**src/rtl/core/wto_pkg.sv**
```systemverilog
// Shared types and constants for the wavetable oscillator core.
package wto_pkg;

	localparam int PhaseW   = 32;
	localparam int AddrW    = 8;
	localparam int FracW    = 8;
	localparam int SampleW  = 8;
	localparam int ProdW    = SampleW + FracW + 1;
	localparam int TableDepth = 1 << AddrW;

	localparam logic [FracW-1:0] WeightFull = 8'd255;

	// Item function codes.
	localparam logic FuncTick  = 1'b0;
	localparam logic FuncWrite = 1'b1;

	// Table write request.
	typedef struct packed {
		logic                      en;
		logic [AddrW-1:0]          addr;
		logic signed [SampleW-1:0] data;
	} wr_req_t;

	// Control that travels with the registered table read.
	typedef struct packed {
		logic             valid;
		logic [FracW-1:0] frac;
	} rd_ctl_t;

endpackage

```
**src/rtl/core/wto_if.sv**
```systemverilog
// Valid/ready channel interfaces for the input and result items.
interface wto_in_if;
	logic                                         valid;
	logic                                         ready;
	logic                                         func;
	logic [wto_pkg::AddrW-1:0]                    entry_addr;
	logic signed [wto_pkg::SampleW-1:0]           entry_value;

	modport source (output valid, output func, output entry_addr, output entry_value,
		input ready);
	modport sink (input valid, input func, input entry_addr, input entry_value,
		output ready);
endinterface

interface wto_out_if;
	logic                               valid;
	logic                               ready;
	logic signed [wto_pkg::SampleW-1:0] sample;

	modport source (output valid, output sample, input ready);
	modport sink (input valid, input sample, output ready);
endinterface

```
**src/rtl/core/wavetable_oscillator_interp_core.sv**
```systemverilog
// Wavetable oscillator top level: phase accumulator, table and interpolation pipeline.
// A tick's sample passes the table read, product and output registers in turn.
// One item per cycle unless stalled; the phase add is the only loop-carried path.
// The whole pipeline stalls only while a finished sample waits on the output.
// Reset clears phase, phase_step and all valid flags; table contents stay undefined.
module wavetable_oscillator_interp_core (
	input  logic                              clk,
	input  logic                              arst_n,
	wto_in_if.sink                            in_ch,
	wto_out_if.source                         out_ch,
	input  logic                              cfg_we,
	input  logic [wto_pkg::PhaseW-1:0]        cfg_data
);

	logic [wto_pkg::PhaseW-1:0]         phase_step_q;
	logic [wto_pkg::PhaseW-1:0]         phase_q;
	logic                               advance;
	logic                               accept;
	logic                               tick_acc;
	logic [wto_pkg::AddrW-1:0]          pos;
	logic [wto_pkg::AddrW-1:0]          nxt;
	wto_pkg::wr_req_t                   wr;
	wto_pkg::rd_ctl_t                   ctl_s1;
	logic signed [wto_pkg::SampleW-1:0] a_s1;
	logic signed [wto_pkg::SampleW-1:0] b_s1;
	logic                               out_valid;

	assign advance  = !out_valid || out_ch.ready;
	assign accept   = in_ch.valid && advance;
	assign tick_acc = accept && (in_ch.func == wto_pkg::FuncTick);

	assign in_ch.ready = advance;

	assign pos = phase_q[wto_pkg::PhaseW-1 -: wto_pkg::AddrW];
	assign nxt = pos + wto_pkg::AddrW'(1);

	// A write lands at its accept edge, so a tick in the next cycle already sees it.
	assign wr.en   = accept && (in_ch.func == wto_pkg::FuncWrite);
	assign wr.addr = in_ch.entry_addr;
	assign wr.data = in_ch.entry_value;

	always_ff @(posedge clk or negedge arst_n) begin
		if (!arst_n) begin
			phase_step_q <= '0;
			phase_q      <= '0;
			ctl_s1       <= '0;
		end else begin
			if (cfg_we) begin
				phase_step_q <= cfg_data;
			end
			if (tick_acc) begin
				phase_q <= phase_q + phase_step_q;
			end
			if (advance) begin
				ctl_s1.valid <= tick_acc;
				ctl_s1.frac  <= phase_q[wto_pkg::PhaseW-wto_pkg::AddrW-1 -: wto_pkg::FracW];
			end
		end
	end

	wto_table u_table (
		.clk       (clk),
		.rd_en     (advance),
		.rd_addr_a (pos),
		.rd_addr_b (nxt),
		.wr        (wr),
		.rd_data_a (a_s1),
		.rd_data_b (b_s1)
	);

	wto_interp u_interp (
		.clk      (clk),
		.arst_n   (arst_n),
		.en       (advance),
		.ctl_s1   (ctl_s1),
		.a_s1     (a_s1),
		.b_s1     (b_s1),
		.valid_q  (out_valid),
		.sample_q (out_ch.sample)
	);

	assign out_ch.valid = out_valid;

endmodule

```
**src/rtl/core/wto_table.sv**
```systemverilog
// Wave table memory: one write port and two registered read ports.
module wto_table (
	input  logic                                clk,
	input  logic                                rd_en,
	input  logic [wto_pkg::AddrW-1:0]           rd_addr_a,
	input  logic [wto_pkg::AddrW-1:0]           rd_addr_b,
	input  wto_pkg::wr_req_t                    wr,
	output logic signed [wto_pkg::SampleW-1:0]  rd_data_a,
	output logic signed [wto_pkg::SampleW-1:0]  rd_data_b
);

	logic signed [wto_pkg::SampleW-1:0] mem [wto_pkg::TableDepth];

	always_ff @(posedge clk) begin
		if (wr.en) begin
			mem[wr.addr] <= wr.data;
		end
		if (rd_en) begin
			rd_data_a <= mem[rd_addr_a];
			rd_data_b <= mem[rd_addr_b];
		end
	end

endmodule

```
**src/rtl/core/wto_interp.sv**
```systemverilog
// Interpolation pipeline: weight products, then sum and output register.
module wto_interp (
	input  logic                               clk,
	input  logic                               arst_n,
	input  logic                               en,
	input  wto_pkg::rd_ctl_t                   ctl_s1,
	input  logic signed [wto_pkg::SampleW-1:0] a_s1,
	input  logic signed [wto_pkg::SampleW-1:0] b_s1,
	output logic                               valid_q,
	output logic signed [wto_pkg::SampleW-1:0] sample_q
);

	logic                               valid_s2;
	logic signed [wto_pkg::ProdW-1:0]   prod_a_s2;
	logic signed [wto_pkg::ProdW-1:0]   prod_b_s2;
	logic signed [wto_pkg::FracW:0]     w_a;
	logic signed [wto_pkg::FracW:0]     w_b;
	logic signed [wto_pkg::ProdW-1:0]   sum;

	// Both weights are non-negative, so a zero top bit makes them signed.
	assign w_a = $signed({1'b0, wto_pkg::WeightFull - ctl_s1.frac});
	assign w_b = $signed({1'b0, ctl_s1.frac});
	assign sum = prod_a_s2 + prod_b_s2;

	always_ff @(posedge clk or negedge arst_n) begin
		if (!arst_n) begin
			valid_s2 <= 1'b0;
			valid_q  <= 1'b0;
		end else if (en) begin
			valid_s2 <= ctl_s1.valid;
			valid_q  <= valid_s2;
		end
	end

	always_ff @(posedge clk) begin
		if (en) begin
			prod_a_s2 <= wto_pkg::ProdW'(a_s1 * w_a);
			prod_b_s2 <= wto_pkg::ProdW'(b_s1 * w_b);
			sample_q  <= sum[2*wto_pkg::SampleW-1:wto_pkg::SampleW];
		end
	end

endmodule

```
**src/flat_wrapper.sv**
```systemverilog
// flat-port wrapper written by rule: the top's interface ports become plain ports
module wavetable_oscillator_interp_core_flat 
  (clk, arst_n, cfg_we, cfg_data, in_ch_valid, in_ch_func, in_ch_entry_addr, in_ch_entry_value, in_ch_ready, out_ch_valid, out_ch_sample, out_ch_ready);
  wto_in_if in_ch_i ();
  wto_out_if out_ch_i ();
  input  logic clk;
  input  logic arst_n;
  input  logic cfg_we;
  input  logic [wto_pkg::PhaseW-1:0] cfg_data;
  input wire logic [$bits(in_ch_i.valid)-1:0] in_ch_valid;
  input wire logic [$bits(in_ch_i.func)-1:0] in_ch_func;
  input wire logic [$bits(in_ch_i.entry_addr)-1:0] in_ch_entry_addr;
  input wire logic [$bits(in_ch_i.entry_value)-1:0] in_ch_entry_value;
  output wire logic [$bits(in_ch_i.ready)-1:0] in_ch_ready;
  output wire logic [$bits(out_ch_i.valid)-1:0] out_ch_valid;
  output wire logic [$bits(out_ch_i.sample)-1:0] out_ch_sample;
  input wire logic [$bits(out_ch_i.ready)-1:0] out_ch_ready;
  assign in_ch_i.valid = in_ch_valid;
  assign in_ch_i.func = in_ch_func;
  assign in_ch_i.entry_addr = in_ch_entry_addr;
  assign in_ch_i.entry_value = in_ch_entry_value;
  assign in_ch_ready = in_ch_i.ready;
  assign out_ch_valid = out_ch_i.valid;
  assign out_ch_sample = out_ch_i.sample;
  assign out_ch_i.ready = out_ch_ready;
  wavetable_oscillator_interp_core u_core (.clk(clk), .arst_n(arst_n), .in_ch(in_ch_i), .out_ch(out_ch_i), .cfg_we(cfg_we), .cfg_data(cfg_data));
endmodule
```
**config.mk**
```make
export PLATFORM = sky130hd
export DESIGN_NAME = wavetable_oscillator_interp_core_flat
export DESIGN_NICKNAME = d
export VERILOG_FILES = /design/src/rtl/core/wto_pkg.sv /design/src/rtl/core/wto_if.sv /design/src/rtl/core/wavetable_oscillator_interp_core.sv /design/src/rtl/core/wto_table.sv /design/src/rtl/core/wto_interp.sv /design/src/flat_wrapper.sv
export SDC_FILE = /design/constraint.sdc
export NUM_CORES = 2
export LEC_CHECK = 0
export ABC_AREA = 1
export BUFFER_PORTS_ARGS = -buffer_cell sky130_fd_sc_hd__buf_4
export CAP_MARGIN = 20
export CORE_AREA = 2 2 569 571
export DETAILED_ROUTE_END_ITERATION = 12
export DIE_AREA = 0 0 571 573
export HOLD_SLACK_MARGIN = 0.08
export PLACE_DENSITY = 0.49
export SLEW_MARGIN = 0
export SYNTH_ARGS = -nofsm -noshare
export SYNTH_HDL_FRONTEND = slang
export SYNTH_SLANG_ARGS = --single-unit
```
**constraint.sdc**
```tcl
create_clock -name clk -period 6.25 [get_ports clk]
set_input_delay 1.875 -clock clk [delete_from_list [all_inputs] [get_ports clk]]
set_output_delay 1.875 -clock clk [all_outputs]
set_load 0.005 [all_outputs]
```
# == Yosys cells after proc, flatten, opt, wreduce, memory -nomap -nowiden ==
# Memory sizes are Yosys's and may differ from the RTL's. A register that Yosys moved wholly into a read port is not among the register bits.
# Cells that the tools add are included.
# word_totals
elab_cells,24
regBits,115
ramBits,2048
inputBits,54
out_inout_bits,10
mem_count,1
# mem_list
memory,words,width,read_ports,rd_clocked_by_memory_dff,wr,line,text
u_core.u_table.mem,256,8,2,2,1,wto_table.sv:12,logic signed [wto_pkg::SampleW-1:0] mem [wto_pkg::TableDepth];
# op_classes
reduce_logical,5
n_bitwise,1
addsub,4
multipliers,2
mux,2
# ops
op,count
32-bit adder,1
8-bit by 9-bit multiplier with 16-bit output,2
16-bit adder,1
8-bit by 1-bit adder with 8-bit output (second input constant),1
8-bit subtractor (first input constant),1
1-bit logical AND,3
1-bit 2-to-1 mux,2
1-bit logical NOT,1
1-bit logical OR,1
1-bit NOT,1

# == Logic depth before layout (Yosys ltp) ==
# depth
depth_word,6
mapped_depth,19
depth_no_buf,17

# == Hierarchy ==
# From an unflattened synthesis, not the netlist that was laid out.
# unflattened
cells_unflattened,13184
hier_area_um2,115903.7
# by_module_without_submodules
module,cells_each,seq_area_each_um2,area_per_inst_um2,instances
wto_table,11572,61979.4,104018.5,1
wto_interp,877,1251.2,6698.9,1
wavetable_oscillator_interp_core,735,1826.8,5186.2,1

# == Worst setup path after synthesis ==
# OpenSTA, ideal clock, no wires.
# synth_timing
path_kind,input -> output
start,input port out_ch_ready
end,output port in_ch_ready
required_ns,4.375
path_stages,4
path_slack_ns,0.422
n_path_buf,2
arrival_ns,3.953
cell_sequence,nor2_1 -> clkbuf_1 -> inv_1 -> clkbuf_1
# synth_via
elab_chain_cells,1
# synth_lines
item,line,text
from (decl),flat_wrapper.sv:17,input wire logic [$bits(out_ch_i.ready)-1:0] out_ch_ready;
1-bit logical OR,wavetable_oscillator_interp_core.sv:28,assign advance = !out_valid || out_ch.ready;
to (decl),flat_wrapper.sv:14,output wire logic [$bits(in_ch_i.ready)-1:0] in_ch_ready;
# Every way passes these cells.

# == Worst setup path in the final report ==
# layout_timing
start,"register, netlist name u_core.ctl_s1[4]"
end,"register u_core.u_interp.prod_b_s2[12] (netlist name), data pin"
# layout_via
elab_chain_cells,1
# layout_lines
item,line,text
8-bit by 9-bit multiplier with 16-bit output,wto_interp.sv:38,prod_b_s2 <= wto_pkg::ProdW'(b_s1 * w_b);
to (signal assigned),wto_interp.sv:38,
to (decl),wto_interp.sv:15,logic signed [wto_pkg::ProdW-1:0] prod_b_s2;
# Every way passes these cells.
# A chain may end at the register's enable or synchronous reset.

==> metrics.md <==
| Metric | Value |
|---|---|
| Placement Rows | 208 |
| Via count of the first global-routing pass | 91130 |
| Net count, final | 12830 |
| Count of antenna-violating nets left after detailed routing | 0 |
| Placed wire-length estimate after detailed placement | 271.5 mm |
| Antenna violations before repair | 29 |
| Routability congestion estimate from global placement | 0.9270 |
| Share of the yosys chip area belonging to registers | 56.55% |
| TritonCTS clock tree | yes |
| Total iterations of the first detailed-routing run | 8 |
| Most frequent cells in the layout | 4656 x nand2_1, 3981 x nand3_1, 2104 x edfxtp_1 |
| Synth-to-layout area growth | 11.32% |
| Cell count after synthesis | 12930 |
| Final TNS setup | 0 ns |
| Total of cells resized after clock tree synthesis | 0 |
| Cell-internal power | 0.03904 W |
| Buffers inserted by post-CTS timing repair | 0 |
| RSZ-0062 raised after global routing | false |
| Post-Route WL | 441.0 mm |
| Final hold violations | 0 |
| Synth warn | 0 |
| Max rail drop VDD | 0.8808 mV |
| Starting density of the core | 35.91% |
| Maximum number of pins on one net before global-route repair | 223 |
| Data required time at the worst endpoint | 6.88 ns |
| Pins over their slew limit | 0 |
| Power density over the cells | 606.1 nW/um^2 |
| Pleak | 48.91 nW |
| Setup-violating endpoint count in the final report | 0 |
| Fraction of the cycle the final worst path needs | 74.48% |
| Post-synth EDFFs | 2104 |
| Average footprint of a synthesized cell | 8.896 sq um |
| Root buffer cell | clkbuf_16 |
| Number of storage elements in the synthesis netlist | 2179 |
| Net count after synthesis | 13190 |
| Total number of clock tree sinks | 2179 |
| Achievable frequency | 0.2148 GHz |
| Outcome | completed |
| Final critical delay including setup and external delays | 4.655 ns |
| Share of layout cells above drive strength 1 | 6.414% |
| Vias after detailed routing | 97660 |
| First-pass GRT wire length | 630.9 mm |
| Number of different library cells in the post-synthesis netlist | 46 |
| Startpoint-to-endpoint class of the critical path | flip-flop to flip-flop |
| Number of I/O pins | 64 |
| Portion of total power attributed to sequential cells | 22.8% |
| Relative contribution of the clock network to total power | 20.6% |
| Combined area of all synthesized cells | 115000 sq um |
| Critical path startpoint category | flip-flop |
| Overflow left after global routing | 0 |
| Clock edge transition at the registers on the reported setup and hold paths | 0.06 ns |
| Source-to-sink clock delay at the later pin of the worst-skew pair | 0.90 ns |
| Average wire length per cell after detail routing | 25.78 um |
| Comb power frac | 56.7% |
| Most instantiated flip-flop cell in the synthesis netlist | edfxtp_1 |
| Core area | 320400 sq um |
| Setup crit end kind | flip-flop |
| Post-Place Worst Slack | 1.329 ns |
| Transition time at the pin with the least slew margin | 1.220 ns |
| Global-route total usage across every layer | 26.09% |
| DR vias/cell | 5.710 |
| DRC violation count after routing | 0 |
| Number of clock buffers inserted by TritonCTS | 262 |
| Sw Ratio | 49.70% |
| Leading cell type in the layout, fill and taps excluded | nand2_1 |
| IO buf count | 63 |
| Hold bufs inserted after CTS | 0 |
| Count of fill cells added during filler insertion | 31030 |
| Buffers from clock root to sink, at most | 4 |
| Max-slew headroom | 18.68% |
| Hold WC Path Type | flip-flop to flip-flop |
| Worst-case clock skew | 0.04149 ns |
| Overall power | 0.07762 W |
| Number of levels in the clock H-tree | 5 |
| Worst EP arrival | 5.28 ns |
| Vertical die dimension | 573 um |
| Setup slack of the critical path after layout | 1.595 ns |
| Die Area | 327200 sq um |
| Number of violations reported at the end of detailed-routing iteration 0 | 14570 |
| Overall die width | 571 um |
| Sw power | 0.03858 W |
| Count of max-cap constraint violations | 0 |
| Maximum fanout along the worst path | 14 |
| Fraction of registers with async set or reset after synthesis | 3.442% |
==> power by group through the flow <==
stage | Sequential [W] | Combinational (W) | Clock [W]
floorplan | 0.0175 | 0.0287 | 0
global placement | 0.0180 | 0.0433 | 0
detailed placement | 0.0180 | 0.0432 | 0
CTS | 0.0177 | 0.0434 | 0.0162
global route | 0.0177 | 0.0478 | 0.0168
finish | 0.0177 | 0.0440 | 0.0160
==> critical path, cell delays in order (launching register included) <==
cell,delay (ns)
dfrtp_1,0.76
nand2_1,0.17
fa_1,0.51
fa_1,0.54
inv_1,0.05
fa_1,0.48
inv_1,0.05
fa_1,0.48
inv_1,0.04
ha_1,0.36
nand2_1,0.11
o21ai_0,0.32
a31oi_1,0.19
o21ai_0,0.23
xor2_1,0.09
==> flip-flops by register name, summed over array words and instances, names as in the netlist <==
| name | flops |
|---|---|
| u_core.u_interp.valid_q | 1 |
| u_core.u_interp.prod_b_s2 | 16 |
| u_core.u_table.rd_data_a | 8 |
| u_core.ctl_s1 | 9 |
| u_core.phase_q | 32 |
| u_core.u_table.rd_data_b | 8 |
| u_core.u_table.mem | 2048 |
| u_core.u_interp.sample_q | 8 |
| u_core.u_interp.prod_a_s2 | 16 |
| u_core.phase_step_q | 32 |
| u_core.u_interp.valid_s2 | 1 |
==> synthesized netlist by cell type (5+ instances only) <==
cell type  number  share of area (%)
buf_2         542                2.4
nand3b_1        5              0.033
buf_1          81               0.26
buf_6          14               0.14
nand4_1        13              0.071
a31oi_1         8              0.044
o21ai_0        67               0.29
o21bai_1        8              0.052
a21oi_1        65               0.28
mux2_2         31               0.30
clkbuf_1      173               0.56
ha_1          126                1.4
buf_4         150               0.98
xnor2_1        21               0.16
nand2_1      4673                 15
inv_2           9              0.029
or2_2          11              0.060
nand3_1      3981                 17
edfxtp_1     2104                 55
fa_1           75                1.3
nor3_1         13              0.057
dfrtp_1        75                1.6
nor2_1        368                1.2
xor2_1         26               0.20
inv_1         248               0.81
==> metal layers <==
metal  up-vias  GRT usage [%]  share of wire (%)
li1      43790              -                  -
met1     47600          35.76                 41
met2      5374          40.51                 45
met3       890          4.598                9.2
met4        10          11.02                4.5
met5         -              0              0.022
==> path summary, 6_finish.rpt <==
path                                                            to  slack (ns)                            startpoint  cells after the start
setup reg to reg           u_core.u_interp.prod_b_s2[12]$_DFFE_PN_        1.59          u_core.ctl_s1[4]$_DFFE_PN0N_                     14
hold reg to reg                u_core.u_interp.valid_q$_DFFE_PN0N_        0.47  u_core.u_interp.valid_s2$_DFFE_PN0N_                      1
max in group asynchronous           u_core.phase_q[25]$_DFFE_PN0P_        4.73                                arst_n                      2
hold / removal                 u_core.u_interp.valid_q$_DFFE_PN0N_        0.47  u_core.u_interp.valid_s2$_DFFE_PN0N_                      1
min in group asynchronous      u_core.u_interp.valid_q$_DFFE_PN0N_        0.91                                arst_n                      1
setup / recovery           u_core.u_interp.prod_b_s2[12]$_DFFE_PN_        1.59          u_core.ctl_s1[4]$_DFFE_PN0N_                     14
==> area by class of cell <==
cell class | count | area, sq um | share of cell area, %
multi-input cells | 9529 | 44160 | 34.49
diodes | 12 | 30.03 | 0.02345
repair buffers | 343 | 3501 | 2.734
well taps | 4305 | 5386 | 4.206
clock buffers | 314 | 7081 | 5.529
inverters | 262 | 1033 | 0.8070
clock inverters | 158 | 1789 | 1.397
flip-flops and latches | 2179 | 65080 | 50.82
==> metrics by stage <==
stage | hold slack, ns | instances | util, % | cell area [sq um]
2_1_floorplan | 0.4400 | 12930 | - | 115000
3_3_place_gp | 0.4522 | 16620 | 37.17 | 119100
3_5_place_dp | 0.4571 | 16620 | 37.18 | 119100
4_1_cts | 0.4679 | 17090 | 39.95 | 128000
5_1_grt | 0.4901 | 17090 | 39.97 | 128000
6_report | 0.4708 | 17100 | 39.97 | 128100
==> logic make-up after synthesis <==
family | share of synthesized area [%]
buffers and inverters | 5.173
AO/OA/AOI/OAI | 0.8201
flip-flops | 56.55
multiplexers | 0.3034
AND/OR/NAND/NOR | 34.08
adder cells (fa/ha/maj) | 2.676
XOR/XNOR | 0.4003
Note: power is estimated with default switching activity, not from simulation.
